`config.mk`:
```
export PLATFORM = sky130hd
export DESIGN_NAME = seven_segment_serial_display_driver
export DESIGN_NICKNAME = d
export VERILOG_FILES = /design/src/sv/ssd_pkg.sv /design/src/sv/ssd_front.sv /design/src/sv/ssd_fifo.sv /design/src/sv/ssd_back.sv /design/src/sv/seven_segment_serial_display_driver.sv
export SDC_FILE = /design/constraint.sdc
export NUM_CORES = 2
export LEC_CHECK = 0
export BUFFER_PORTS_ARGS = -buffer_cell sky130_fd_sc_hd__buf_2
export CAP_MARGIN = 15
export CORE_MARGIN = 2
export CORE_UTILIZATION = 45
export CTS_BUF_LIST = sky130_fd_sc_hd__clkbuf_16
export DETAILED_ROUTE_END_ITERATION = 7
export PLACE_DENSITY = 0.61
export SLEW_MARGIN = 30
export SYNTH_ARGS = -nofsm -noshare
export SYNTH_HDL_FRONTEND = slang
export SYNTH_SLANG_ARGS = --single-unit
```
`constraint.sdc`:
```
create_clock -name clk -period 9 [get_ports clk]
set_input_delay 2.7 -clock clk [delete_from_list [all_inputs] [get_ports clk]]
set_output_delay 2.7 -clock clk [all_outputs]
set_load 0.02 [all_outputs]
```
`src/sv/ssd_pkg.sv`:
```
// Shared constants, types and the glyph table for the seven-segment serial display driver.
package ssd_pkg;

  localparam int DIGIT_COUNT = 4;
  localparam int LEN_W = $clog2(DIGIT_COUNT + 1);
  localparam int IDX_W = (DIGIT_COUNT > 1) ? $clog2(DIGIT_COUNT) : 1;
  localparam int FRAME_DEPTH = DIGIT_COUNT + 3;
  localparam int PTR_W = $clog2(FRAME_DEPTH + 1);
  localparam int FIFO_DEPTH = 2;

  localparam int IN_DATA_W = 48;
  localparam int MODE_W = 2;
  localparam int OUT_DATA_W = 8;
  localparam int CFG_INDEX_W = 1;
  localparam int CFG_DATA_W = 3;

  localparam logic [MODE_W-1:0] MODE_TICK  = 2'd0;
  localparam logic [MODE_W-1:0] MODE_SHOW  = 2'd1;
  localparam logic [MODE_W-1:0] MODE_CLEAR = 2'd2;

  localparam logic [CFG_INDEX_W-1:0] REG_COLON_ON   = 1'd0;
  localparam logic [CFG_INDEX_W-1:0] REG_BRIGHTNESS = 1'd1;

  typedef enum logic [1:0] {
    BASE_2,
    BASE_10,
    BASE_16
  } base_t;

  typedef logic [DIGIT_COUNT-1:0][7:0] glyph_vec_t;

  typedef struct packed {
    logic [MODE_W-1:0] mode;
    logic              lz;
    base_t             base;
    logic [LEN_W-1:0]  len;
    logic [1:0]        pos;
    logic [15:0]       q;
    glyph_vec_t        glyphs;
  } ssd_stage_t;

  typedef struct packed {
    logic [MODE_W-1:0] mode;
    logic [LEN_W-1:0]  len;
    logic [1:0]        pos;
    glyph_vec_t        glyphs;
  } ssd_item_t;

  typedef struct packed {
    logic                   we;
    logic [CFG_INDEX_W-1:0] index;
    logic [CFG_DATA_W-1:0]  data;
  } ssd_cfg_t;

  function automatic logic [7:0] ssd_glyph(input logic [3:0] d);
    logic [7:0] g;
    case (d)
      4'h0:    g = 8'h3F;
      4'h1:    g = 8'h06;
      4'h2:    g = 8'h5B;
      4'h3:    g = 8'h4F;
      4'h4:    g = 8'h66;
      4'h5:    g = 8'h6D;
      4'h6:    g = 8'h7D;
      4'h7:    g = 8'h07;
      4'h8:    g = 8'h7F;
      4'h9:    g = 8'h6F;
      4'hA:    g = 8'h77;
      4'hB:    g = 8'h7C;
      4'hC:    g = 8'h39;
      4'hD:    g = 8'h5E;
      4'hE:    g = 8'h79;
      default: g = 8'h71;
    endcase
    return g;
  endfunction

endpackage

```
`src/sv/ssd_front.sv`:
```
// Request cleanup and digit conversion pipeline, one digit per stage.
module ssd_front (
  input  logic                         clk,
  input  logic                         rst,
  input  logic                         s_tvalid,
  output logic                         s_tready,
  input  logic [ssd_pkg::IN_DATA_W-1:0] s_tdata,
  input  logic [ssd_pkg::MODE_W-1:0]   s_tuser,
  output logic                         item_valid,
  input  logic                         item_ready,
  output ssd_pkg::ssd_item_t           item
);
  import ssd_pkg::*;

  ssd_stage_t                 stage [DIGIT_COUNT];
  logic [DIGIT_COUNT-1:0]     stage_valid;
  logic [DIGIT_COUNT-1:0]     stage_ready;
  ssd_stage_t                 load;
  ssd_stage_t                 last;

  logic [15:0] number;
  logic        lz;
  logic [7:0]  radix;
  logic [7:0]  dcount;
  logic [7:0]  spos;

  assign number = s_tdata[15:0];
  assign lz     = s_tdata[16];
  assign radix  = s_tdata[24:17];
  assign dcount = s_tdata[32:25];
  assign spos   = s_tdata[40:33];

  // Produces the glyph of one digit position and the quotient for the next.
  function automatic ssd_stage_t digit_step(input ssd_stage_t s, input logic [IDX_W-1:0] k);
    logic [31:0] prod;
    logic [15:0] qn;
    logic [15:0] rem;
    logic [3:0]  d;
    ssd_stage_t  r;
    r    = s;
    prod = {16'b0, s.q} * 32'd52429;
    rem  = '0;
    case (s.base)
      BASE_2: begin
        qn = {1'b0, s.q[15:1]};
        d  = {3'b0, s.q[0]};
      end
      BASE_10: begin
        qn  = {3'b0, prod[31:19]};
        rem = s.q - ((qn << 3) + (qn << 1));
        d   = rem[3:0];
      end
      default: begin
        qn = {4'b0, s.q[15:4]};
        d  = s.q[3:0];
      end
    endcase
    if (k == '0 || s.q != 16'd0) begin
      r.glyphs[k] = ssd_glyph(d);
    end else begin
      r.glyphs[k] = s.lz ? ssd_glyph(4'h0) : 8'h00;
    end
    r.q = qn;
    return r;
  endfunction

  always_comb begin
    load.mode = s_tuser;
    load.lz   = lz;
    if (radix == 8'd2) begin
      load.base = BASE_2;
    end else if (radix == 8'd10) begin
      load.base = BASE_10;
    end else begin
      load.base = BASE_16;
    end
    if (dcount == 8'd0) begin
      load.len = LEN_W'(1);
    end else if (dcount > 8'(DIGIT_COUNT)) begin
      load.len = LEN_W'(DIGIT_COUNT);
    end else begin
      load.len = dcount[LEN_W-1:0];
    end
    load.pos    = (spos > 8'd3) ? 2'd0 : spos[1:0];
    load.q      = number;
    load.glyphs = '0;
  end

  always_comb begin
    stage_ready[DIGIT_COUNT-1] = !stage_valid[DIGIT_COUNT-1] || item_ready;
    for (int k = DIGIT_COUNT - 2; k >= 0; k--) begin
      stage_ready[k] = !stage_valid[k] || stage_ready[k+1];
    end
  end

  assign s_tready   = stage_ready[0];
  assign item_valid = stage_valid[DIGIT_COUNT-1];
  assign last       = digit_step(stage[DIGIT_COUNT-1], IDX_W'(DIGIT_COUNT - 1));

  always_comb begin
    item.mode   = last.mode;
    item.len    = last.len;
    item.pos    = last.pos;
    item.glyphs = last.glyphs;
  end

  for (genvar g = 0; g < DIGIT_COUNT; g++) begin : g_stage
    if (g == 0) begin : g_first
      always_ff @(posedge clk) begin
        if (rst) begin
          stage_valid[g] <= 1'b0;
        end else if (stage_ready[g]) begin
          stage_valid[g] <= s_tvalid;
        end
      end
      always_ff @(posedge clk) begin
        if (stage_ready[g]) begin
          stage[g] <= load;
        end
      end
    end else begin : g_next
      always_ff @(posedge clk) begin
        if (rst) begin
          stage_valid[g] <= 1'b0;
        end else if (stage_ready[g]) begin
          stage_valid[g] <= stage_valid[g-1];
        end
      end
      always_ff @(posedge clk) begin
        if (stage_ready[g]) begin
          stage[g] <= digit_step(stage[g-1], IDX_W'(g - 1));
        end
      end
    end
  end

endmodule

```
`src/sv/ssd_fifo.sv`:
```
// Short queue between the conversion pipeline and the wire sequencer.
module ssd_fifo (
  input  logic               clk,
  input  logic               rst,
  input  logic               push_valid,
  output logic               push_ready,
  input  ssd_pkg::ssd_item_t push_item,
  output logic               pop_valid,
  input  logic               pop_ready,
  output ssd_pkg::ssd_item_t pop_item
);
  import ssd_pkg::*;

  localparam int FPTR_W = (FIFO_DEPTH > 1) ? $clog2(FIFO_DEPTH) : 1;
  localparam int FCNT_W = $clog2(FIFO_DEPTH + 1);

  ssd_item_t         mem [FIFO_DEPTH];
  logic [FPTR_W-1:0] wr_ptr;
  logic [FPTR_W-1:0] rd_ptr;
  logic [FCNT_W-1:0] count;
  logic              push;
  logic              pop;

  assign push_ready = count != FCNT_W'(FIFO_DEPTH);
  assign pop_valid  = count != '0;
  assign pop_item   = mem[rd_ptr];
  assign push       = push_valid && push_ready;
  assign pop        = pop_valid && pop_ready;

  always_ff @(posedge clk) begin
    if (rst) begin
      wr_ptr <= '0;
      rd_ptr <= '0;
      count  <= '0;
    end else begin
      if (push) begin
        wr_ptr <= (wr_ptr == FPTR_W'(FIFO_DEPTH - 1)) ? '0 : wr_ptr + FPTR_W'(1);
      end
      if (pop) begin
        rd_ptr <= (rd_ptr == FPTR_W'(FIFO_DEPTH - 1)) ? '0 : rd_ptr + FPTR_W'(1);
      end
      case ({push, pop})
        2'b10:   count <= count + FCNT_W'(1);
        2'b01:   count <= count - FCNT_W'(1);
        default: count <= count;
      endcase
    end
  end

  always_ff @(posedge clk) begin
    if (push) begin
      mem[wr_ptr] <= push_item;
    end
  end

endmodule

```
`src/sv/ssd_back.sv`:
```
// Wire sequencer: frame storage, start/byte/stop phase control and output register.
module ssd_back (
  input  logic                          clk,
  input  logic                          rst,
  input  ssd_pkg::ssd_cfg_t             cfg,
  input  logic                          item_valid,
  output logic                          item_ready,
  input  ssd_pkg::ssd_item_t            item,
  output logic                          m_tvalid,
  input  logic                          m_tready,
  output logic [ssd_pkg::OUT_DATA_W-1:0] m_tdata
);
  import ssd_pkg::*;

  localparam int FIDX_W = (FRAME_DEPTH > 1) ? $clog2(FRAME_DEPTH) : 1;
  localparam logic [7:0] CMD_AUTO  = 8'h40;
  localparam logic [7:0] CMD_ADDR  = 8'hC0;
  localparam logic [7:0] CMD_CTRL  = 8'h88;
  localparam logic [7:0] COLON_BIT = 8'h80;
  localparam logic [4:0] PH_BITS_END  = 5'd24;
  localparam logic [4:0] PH_RELEASE   = 5'd25;
  localparam logic [4:0] PH_ACK_CLK   = 5'd26;
  localparam logic [4:0] PH_DRIVE_LOW = 5'd27;
  localparam logic [4:0] PH_LAST      = 5'd28;

  typedef enum logic [1:0] {
    ST_IDLE,
    ST_START,
    ST_WRITE,
    ST_STOP
  } state_t;

  state_t           state, state_next;
  logic [PTR_W-1:0] byte_total, byte_total_next;
  logic [PTR_W-1:0] byte_ptr, byte_ptr_next;
  logic [4:0]       phase, phase_next;
  logic             clock_level, clock_level_next;
  logic             data_level, data_level_next;
  logic             data_driven, data_driven_next;
  logic             colon_on;
  logic [2:0]       brightness;

  logic [7:0]       frame [FRAME_DEPTH];
  logic [7:0]       frame_wdata [FRAME_DEPTH];
  logic [FRAME_DEPTH-1:0] frame_we;

  logic             go;
  logic             load;
  logic             tick;
  logic             is_clear;
  logic [LEN_W-1:0] ld_len;
  logic [PTR_W-1:0] ld_len_p;
  logic [1:0]       ld_pos;
  logic [7:0]       cur_byte;
  logic [8:0]       div_prod;
  logic [2:0]       bit_sel;
  logic [4:0]       sub5;
  logic             ends_frame;

  assign item_ready = !m_tvalid || m_tready;
  assign go         = item_valid && item_ready;
  assign is_clear   = item.mode == MODE_CLEAR;
  assign load       = go && state == ST_IDLE && (item.mode == MODE_SHOW || is_clear);
  assign tick       = go && item.mode == MODE_TICK;
  assign ld_len     = is_clear ? LEN_W'(DIGIT_COUNT) : item.len;
  assign ld_len_p   = PTR_W'(ld_len);
  assign ld_pos     = is_clear ? 2'd0 : item.pos;

  assign cur_byte = frame[byte_ptr[FIDX_W-1:0]];
  assign div_prod = {4'b0, phase} * 9'd11;
  assign bit_sel  = div_prod[7:5];
  assign sub5     = phase - {1'b0, bit_sel, 1'b0} - {2'b0, bit_sel};

  assign ends_frame = byte_ptr == '0
                   || {1'b0, byte_ptr} + (PTR_W + 1)'(2) == {1'b0, byte_total}
                   || {1'b0, byte_ptr} + (PTR_W + 1)'(1) == {1'b0, byte_total};

  always_comb begin
    logic [PTR_W-1:0] jj;
    logic [PTR_W-1:0] kk;
    for (int j = 0; j < FRAME_DEPTH; j++) begin
      jj = PTR_W'(j);
      kk = ld_len_p + PTR_W'(1) - jj;
      frame_we[j]    = 1'b1;
      frame_wdata[j] = 8'h00;
      if (j == 0) begin
        frame_wdata[j] = CMD_AUTO;
      end else if (j == 1) begin
        frame_wdata[j] = CMD_ADDR | {6'b0, ld_pos};
      end else if (jj < ld_len_p + PTR_W'(2)) begin
        if (!is_clear) begin
          frame_wdata[j] = item.glyphs[kk[IDX_W-1:0]] | (colon_on ? COLON_BIT : 8'h00);
        end
      end else if (jj == ld_len_p + PTR_W'(2)) begin
        frame_wdata[j] = CMD_CTRL | {5'b0, brightness};
      end else begin
        frame_we[j] = 1'b0;
      end
    end
  end

  always_comb begin
    state_next       = state;
    byte_total_next  = byte_total;
    byte_ptr_next    = byte_ptr;
    phase_next       = phase;
    clock_level_next = clock_level;
    data_level_next  = data_level;
    data_driven_next = data_driven;
    if (load) begin
      byte_total_next = ld_len_p + PTR_W'(3);
      byte_ptr_next   = '0;
      phase_next      = '0;
      state_next      = ST_START;
    end else if (tick) begin
      case (state)
        ST_START: begin
          data_level_next  = 1'b0;
          data_driven_next = 1'b1;
          state_next       = ST_WRITE;
          phase_next       = '0;
        end
        ST_WRITE: begin
          if (phase < PH_BITS_END) begin
            case (sub5[1:0])
              2'd0: clock_level_next = 1'b0;
              2'd1: begin
                data_level_next  = cur_byte[bit_sel];
                data_driven_next = 1'b1;
              end
              default: clock_level_next = 1'b1;
            endcase
          end else if (phase == PH_RELEASE) begin
            data_driven_next = 1'b0;
          end else if (phase == PH_ACK_CLK) begin
            clock_level_next = 1'b1;
          end else if (phase == PH_DRIVE_LOW) begin
            data_driven_next = 1'b1;
            data_level_next  = 1'b0;
          end else begin
            clock_level_next = 1'b0;
          end
          if (phase == PH_LAST) begin
            phase_next = '0;
            if (ends_frame) begin
              state_next = ST_STOP;
            end else begin
              byte_ptr_next = byte_ptr + PTR_W'(1);
            end
          end else begin
            phase_next = phase + 5'd1;
          end
        end
        ST_STOP: begin
          if (phase == 5'd0) begin
            data_level_next  = 1'b0;
            data_driven_next = 1'b1;
            phase_next       = 5'd1;
          end else if (phase == 5'd1) begin
            clock_level_next = 1'b1;
            phase_next       = 5'd2;
          end else begin
            data_level_next  = 1'b1;
            data_driven_next = 1'b1;
            phase_next       = '0;
            if ({1'b0, byte_ptr} + (PTR_W + 1)'(1) >= {1'b0, byte_total}) begin
              state_next = ST_IDLE;
            end else begin
              byte_ptr_next = byte_ptr + PTR_W'(1);
              state_next    = ST_START;
            end
          end
        end
        default: begin
          state_next = state;
        end
      endcase
    end
  end

  always_ff @(posedge clk) begin
    if (rst) begin
      state       <= ST_IDLE;
      byte_total  <= '0;
      byte_ptr    <= '0;
      phase       <= '0;
      clock_level <= 1'b1;
      data_level  <= 1'b1;
      data_driven <= 1'b1;
      colon_on    <= 1'b0;
      brightness  <= 3'd7;
      m_tvalid    <= 1'b0;
      m_tdata     <= '0;
    end else begin
      if (cfg.we) begin
        case (cfg.index)
          REG_COLON_ON:   colon_on   <= cfg.data[0];
          REG_BRIGHTNESS: brightness <= cfg.data[2:0];
          default:        colon_on   <= colon_on;
        endcase
      end
      if (go) begin
        state       <= state_next;
        byte_total  <= byte_total_next;
        byte_ptr    <= byte_ptr_next;
        phase       <= phase_next;
        clock_level <= clock_level_next;
        data_level  <= data_level_next;
        data_driven <= data_driven_next;
        m_tvalid    <= 1'b1;
        m_tdata     <= {3'b0, load, state_next != ST_IDLE, data_driven_next,
                        data_driven_next & data_level_next, clock_level_next};
      end else if (m_tready) begin
        m_tvalid <= 1'b0;
      end
    end
  end

  always_ff @(posedge clk) begin
    if (load) begin
      for (int j = 0; j < FRAME_DEPTH; j++) begin
        if (frame_we[j]) begin
          frame[j] <= frame_wdata[j];
        end
      end
    end
  end

endmodule

```
`src/sv/seven_segment_serial_display_driver.sv`:
```
// Top level of the seven-segment serial display driver.
// A transaction's result passes through the four conversion stages, the queue,
// and the output register.
// Throughput: one transaction per cycle, limited only by the output handshake.
// Reset is synchronous and active high; it empties the pipeline and queue, sets the
// sequencer idle with both lines high, clears colon_on and sets brightness to 7.
module seven_segment_serial_display_driver (
  input  logic                            clk,
  input  logic                            rst,
  input  logic                            s_tvalid,
  output logic                            s_tready,
  // number, leading_zeros, radix, digit_count, start_position
  input  logic [ssd_pkg::IN_DATA_W-1:0]   s_tdata,
  // mode
  input  logic [ssd_pkg::MODE_W-1:0]      s_tuser,
  output logic                            m_tvalid,
  input  logic                            m_tready,
  // clock_pin, data_pin, data_drive, busy_res, accepted
  output logic [ssd_pkg::OUT_DATA_W-1:0]  m_tdata,
  input  logic                            cfg_we,
  input  logic [ssd_pkg::CFG_INDEX_W-1:0] cfg_index,
  input  logic [ssd_pkg::CFG_DATA_W-1:0]  cfg_data
);
  import ssd_pkg::*;

  ssd_item_t front_item;
  logic      front_valid;
  logic      front_ready;
  ssd_item_t back_item;
  logic      back_valid;
  logic      back_ready;
  ssd_cfg_t  cfg;

  assign cfg.we    = cfg_we;
  assign cfg.index = cfg_index;
  assign cfg.data  = cfg_data;

  ssd_front u_front (
    .clk        (clk),
    .rst        (rst),
    .s_tvalid   (s_tvalid),
    .s_tready   (s_tready),
    .s_tdata    (s_tdata),
    .s_tuser    (s_tuser),
    .item_valid (front_valid),
    .item_ready (front_ready),
    .item       (front_item)
  );

  ssd_fifo u_fifo (
    .clk        (clk),
    .rst        (rst),
    .push_valid (front_valid),
    .push_ready (front_ready),
    .push_item  (front_item),
    .pop_valid  (back_valid),
    .pop_ready  (back_ready),
    .pop_item   (back_item)
  );

  ssd_back u_back (
    .clk        (clk),
    .rst        (rst),
    .cfg        (cfg),
    .item_valid (back_valid),
    .item_ready (back_ready),
    .item       (back_item),
    .m_tvalid   (m_tvalid),
    .m_tready   (m_tready),
    .m_tdata    (m_tdata)
  );

endmodule

```
# Word-level counts from Yosys, hierarchy flattened
# Memory sizes are Yosys's and may differ from the RTL's. A register that Yosys moved wholly into a read port is not among the register bits.
# Index checks and enable logic that the tools add are counted.
[classes]
n_addsub = 26
n_mux = 155
n_bitwise = 7
reduce_logical = 43
n_mul = 5
magnitude_cmp = 15
eq_ne = 32
[ops]
columns = ["op", "n"]
rows = [
  ["$mux 8", 27],
  ["$mul 16x16->32 const B", 3],
  ["$pmux 15 s2", 3],
  ["$bmux 8 s2", 5],
  ["$mux 1", 71],
  ["$mux 16", 3],
  ["$reduce_bool 16->1", 3],
  ["$or 8x8->8", 5],
  ["$mux 3", 12],
  ["$pmux 4 s2", 4],
  ["$mul 16x16->22 const B", 1],
  ["$mux 2", 11],
  ["$eq 5x5->1 const B", 4],
  ["$mux 5", 4],
  ["$mux 6", 3],
  ["$add 4x4->4", 4],
  ["$eq 2x1->1 const B", 8],
  ["$sub 4x4->4", 4],
  ["$lt 2x3->1 const B", 5],
  ["$pmux 5 s3", 1],
  ["$logic_not 2->1", 7],
  ["$mux 4", 3],
  ["$ne 3x2->1 const B", 4],
  ["$reduce_bool 2->1", 5],
  ["other kinds (46)", 83],
]
[totals]
rom_bits = 448
out_inout_bits = 10
word_cells = 308
n_memories = 7
ramBits = 366
inputBits = 59
reg_bits = 34
[memory_table]
columns = ["name", "depth", "width", "read_ports", "rd_ports_with_merged_regs", "write_ports", "line_no", "source"]
rows = [
  ["u_front.stage", 4, 58, 4, 0, 4, "ssd_front.sv:15", "ssd_stage_t stage [DIGIT_COUNT];"],
  ["(name not given)", 16, 7, 1, 0, 0, "ssd_pkg.sv:57", "case (d)"],
  ["(name not given)", 16, 7, 1, 0, 0, "ssd_pkg.sv:57", ""],
  ["(name not given)", 16, 7, 1, 0, 0, "ssd_pkg.sv:57", ""],
  ["(name not given)", 16, 7, 1, 0, 0, "ssd_pkg.sv:57", ""],
  ["u_fifo.mem", 2, 39, 1, 1, 1, "ssd_fifo.sv:17", "ssd_item_t mem [FIFO_DEPTH];"],
  ["+1 memories", "-", "-", "-", "-", "-", "-", ""],
]

# Logic depth before layout (Yosys ltp)
[depth]
depth_word = 11
ltp_mapped = 32
mapped_depth_nobuf = 30

# Hierarchy
# Synthesis repeated with hierarchy kept, for this count alone.
[unflattened]
cells_unflattened = 2970
hier_area_um2 = 31542.8
[by_module_without_submodules]
columns = ["module", "instances", "seq_area_each_um2", "area_each_um2", "cells_each"]
rows = [
  ["ssd_front", 1, 4284.1, 23383.7, 2298],
  ["ssd_back", 1, 1841.8, 5132.4, 527],
  ["ssd_fifo", 1, 2442.3, 3026.7, 145],
]

# Least setup slack after synthesis
# Ideal clock, no wire load.
[synth_timing]
kind = "register -> register"
start = "memory u_front.stage[1][35] (netlist name)"
end = "memory u_front.stage[2][11] (netlist name) (data pin)"
t_required_ns = 8.739
setup_slack_ns = 2.091
setup_ns = 0.261
t_arrival_ns = 6.649
stages_incl_launch_ff = 29
n_path_buf = 2
period_less_slack_ns = 6.909
path_cell_list = "edfxtp_1 clkbuf_1 inv_1 ha_1 xor2_1 ha_1 fa_1 fa_1 fa_1 inv_1 fa_1 inv_1 ha_1 a21o_1 a21oi_2 nand2_1 a21oi_1 xnor2_1 ha_1 nand2_1 nand4_1 mux2_1 o2111ai_1 xnor2_1 mux2_4 a22oi_2 buf_6 a21boi_1 a221o_1"
[synth_lines]
columns = ["element", "line_no"]
rows = [
  ["from (decl)", "ssd_front.sv:15"],
]

==> results by stage <==
GRT:
- The busiest layer in global routing is met2.
- The first-pass GRT wire length is 109000 um.
- Global routing consumed, on the met3 layer, 2.29% of the routing resources.
- The total global routing overflow is 0.
- The met1 usage in global routing is 25.6%.
- Across every metal layer, demand over resource in global routing totals 19.2%.
- The global routing usage on met2 is 33.7%.
- Entering global routing, the biggest net connects 45 pins.
- The number of antenna violations at the first check in global routing is 0.
- The number of global-route vias before repair is 21050.

Critical path:
- The delay of the slowest cell on the worst path is 0.61 ns.
- The kind of critical path is reg2reg.
- The cell repeated most along the worst path is sky130_fd_sc_hd__inv_1.
- Across all register-to-register paths, the minimum setup slack is 0.94 ns.
- The endpoint identified for the worst register-to-register timing path is u_front.stage[2][11].
- The arrival time at the worst endpoint is 8.37 ns.
- The cell with the largest stage delay on the worst path is sky130_fd_sc_hd__edfxtp_1.
- The cell count of the worst reg-to-reg path is 29.
- For the worst setup path, the data required time is 9.31 ns.
- STA classifies the critical path startpoint as a register.
- The worst setup path is captured at a register.
- The launch point of the worst reg-to-reg path is u_front.stage[1][44].
- The maximum fanout along the worst path is 12.

Placement:
- The final weighted congestion in routability-driven placement is 0.929.
- The post-DP HPWL is 52900 um.
- The count of port buffers added during placement is 58.

Clock tree:
- The number of buffers inserted for hold repair after clock tree synthesis is 0.
- TritonCTS built the clock tree.
- The number of buffers added for setup after CTS is 0.
- The clock net sink count is 290.
- The clock passes through at most 3 buffers.
- The number of clock buffers added by TritonCTS is 31.
- Clock tree synthesis selected as its root buffer the cell sky130_fd_sc_hd__clkbuf_16.
- The number of gates resized after CTS is 0.
- For the worst-skew pair, the clock arrives at the later sink with an insertion delay of 0.58 ns.
- The maximum level of the CTS H-tree is 1.
- After clock tree synthesis, the clock-pin slew on the worst setup and hold paths is 0.06 ns.

Logic synthesis:
- The sequential share of the synthesized area is 27.4%.
- The cell area that synthesis handed to floorplanning was 0.0304 mm^2.
- In this run, synthesis inferred 252 flip-flops with an integrated enable.
- After synthesis, the netlist uses 85 different library cells.
- The most repeated cell in the gate-level netlist after synthesis is sky130_fd_sc_hd__inv_1.
- Of all cell types, the one taking the most synthesized area is sky130_fd_sc_hd__edfxtp_1.
- The register bit total from synthesis is 290.
- The share of async-settable or async-resettable flops after synthesis is 0%.
- The gate count after technology mapping is 2819.
- By area the synthesized netlist is led by sky130_fd_sc_hd__edfxtp_1, sky130_fd_sc_hd__ha_1, sky130_fd_sc_hd__fa_1.
- The commonest cells after synthesis are sky130_fd_sc_hd__inv_1, sky130_fd_sc_hd__ha_1, sky130_fd_sc_hd__fa_1.
- The total of warnings raised by yosys is 0.
- The mean cell area of the mapped netlist is 10.8 um^2.
- The share of the synthesized area in the top cell type is 24.9%.
- For this run, the leading register cell type out of synthesis is sky130_fd_sc_hd__edfxtp_1.

STA:
- The final critical path takes up 89.6% of the cycle.
- Across the routed clock network, the largest skew measured is 0.0232 ns.
- The final hold violation count is 0.
- The number of slew-limit violations in the final report was 0.
- The routed design could run at a clock period as short as 8.06 ns.
- The final sum of negative setup slack is 0 ns.
- Setup violations remaining at the end of the flow were counted as 0.
- For the pin with the worst max-slew slack, the measured transition is 1.01 ns.
- Timing would allow up to 0.124 GHz.
- Measured against its own limit, the worst slew margin works out to 31.0%.
- Setup repair after global routing left no endpoint under its margin.

Hold path:
- The launch point of the worst hold path is u_front.stage[2][51].
- The tightest min-delay check is of the reg2reg type.
- The end of the worst hold path is u_front.stage[3][51].
- The worst hold path passes through 0 cells.

Cells and area:
- Cells fill 48.7% of the core in the end.
- The area growth from synthesis to layout is 7.38%.
- The final net count is 3760.
- The number of filler cells placed in the layout is 6010.
- Summing all multi-input logic gate instances after layout gives 0.0195 mm^2.
- The count of inserted antenna diode cells is 0.
- The register area is 0.00833 mm^2.
- In the final layout, the share of cells above drive strength 1 is 6.43%.

Floorplanning:
- From left edge to right edge, the die measures 264 um.
- For this configuration, the core starts out at a cell density of 45.4%.
- The core outline area is 0.0669 mm^2.
- For this design the top-level I/O count stands at 69.
- The die covers 0.0695 mm^2.
- Row generation in the floorplan step produced 95 rows.
- The overall die height is 264 um.

Power:
- The worst vdd rail ir drop is 0.266 mV.
- The total leakage power is 16.0 nW.
- The total chip power is 8.01 mW.
- In this run the power density over the cells is 246 mW/mm^2.

Drt:
- The post-route antenna net violation count is 0.
- The post-detailed-routing wire length is 64800 um.
- The detailed router finished its first iteration with 975 violations.
- Dividing the detail-routed wire length by the instance count gives 17.2 um.
- After detailed routing, the number of vias per cell comes to 5.26.
- The routed layout has 19794 vias.
- The detailed-router iteration count before antenna repair is 5.
- After detailed routing, the number of remaining DRC violations is 0.

Run:
- Max-cap violations in this run came to 0.

Run status:
- The flow ran to the end, and the final reports show no timing, DRC or antenna violations.
## worst max-delay path: cells and delay by family, from the launching register on
kind / cells / cell delay (ns)
simple gates: 3 / 0.38
flops: 1 / 0.61
fa+ha+maj: 8 / 3.25
xor+xnor: 2 / 0.41
mux: 1 / 0.35
compound gates: 10 / 2.35
buf+inv: 5 / 0.44
## cell families after synthesis
family | Yosys count | share of synthesized area, %
buffers and inverters | 657 | 8.20
other | 1 | 0.0124
muxes | 120 | 5.50
adders and majority gates | 833 | 41.0
DFF | 290 | 27.4
and+or+nand+nor | 450 | 6.91
xor gates and xnor gates | 104 | 3.17
AOI/OAI and AO/OA | 364 | 7.75
## metrics by stage
stage	instances	hold WS, ns	worst slack [ns]	cell area [um^2]
finish	3764	0.411	0.938	32600
global route	3764	0.414	0.451	32600
CTS	3763	0.411	0.937	32600
detailed placement	3707	0.405	0.980	31600
global placement	3707	0.402	1.10	31600
floorplan	2821	0.400	2.09	30400
## layout by cell type (no fill, tap or decap), types with 45 or more instances in the layout
cell type and instances:
sky130_fd_sc_hd__edfxtp_1 252, sky130_fd_sc_hd__mux2i_1 76, sky130_fd_sc_hd__o21ai_0 80, sky130_fd_sc_hd__buf_2 58, sky130_fd_sc_hd__xor2_1 55, sky130_fd_sc_hd__nor2_1 117
sky130_fd_sc_hd__a21oi_1 103, sky130_fd_sc_hd__fa_1 270, sky130_fd_sc_hd__xnor2_1 45, sky130_fd_sc_hd__nand2_1 159, sky130_fd_sc_hd__ha_1 563, sky130_fd_sc_hd__inv_1 602
## power breakdown
part	leakage (nW)	switching, mW	internal (mW)
clock	0.501	0.529	0.687
combinational	12.7	2.89	2.19
sequential	2.81	0.0973	1.62
## registers in the layout (all words and copies together), names as in the netlist, 3 cells and up, named ones only
| name | flops |
|---|---|
| u_back.phase | 5 |
| u_front.stage_valid | 3 |
| u_back.byte_total | 3 |
| u_back.byte_ptr | 3 |
| u_back.m_tdata | 5 |
| u_back.brightness | 3 |
| u_fifo.mem | 70 |
| u_front.stage | 140 |
| u_back.frame | 42 |
## worst max path at each step
| stage | startpoint | to | slack, ns |
|---|---|---|---|
| after floorplan | u_front.stage[1][35] | u_front.stage[2][11] | 2.09 |
| after global placement | u_front.stage[1][45] | u_front.stage[2][11] | 1.10 |
| after detailed placement | u_front.stage[1][44] | u_front.stage[2][11] | 0.98 |
| after CTS | u_front.stage[1][34] | u_front.stage[2][11] | 0.94 |
| after global routing | u_front.stage[1][44] | u_front.stage[2][11] | 0.45 |
| final | u_front.stage[1][44] | u_front.stage[2][11] | 0.94 |
## per-layer routing
layer / up-vias / share of wire (%) / wire length, um
li1: 9591 / - / -
met1: 9797 / 45 / 29300
met2: 325 / 49 / 31900
met3: 81 / 3.4 / 2200
met4: 0 / 2.2 / 1420
met5: - / 0 / 0
## area by class of cell
cell class / count / share of cell area (%)
multi-input cells: 1874 / 60.0
clock inverters: 25 / 0.595
clock buffers: 31 / 2.38
flip-flops and latches: 290 / 25.6
well taps: 873 / 3.35
repair buffers: 73 / 1.25
inverters: 598 / 6.89
(Power assumes the default switching activity.)
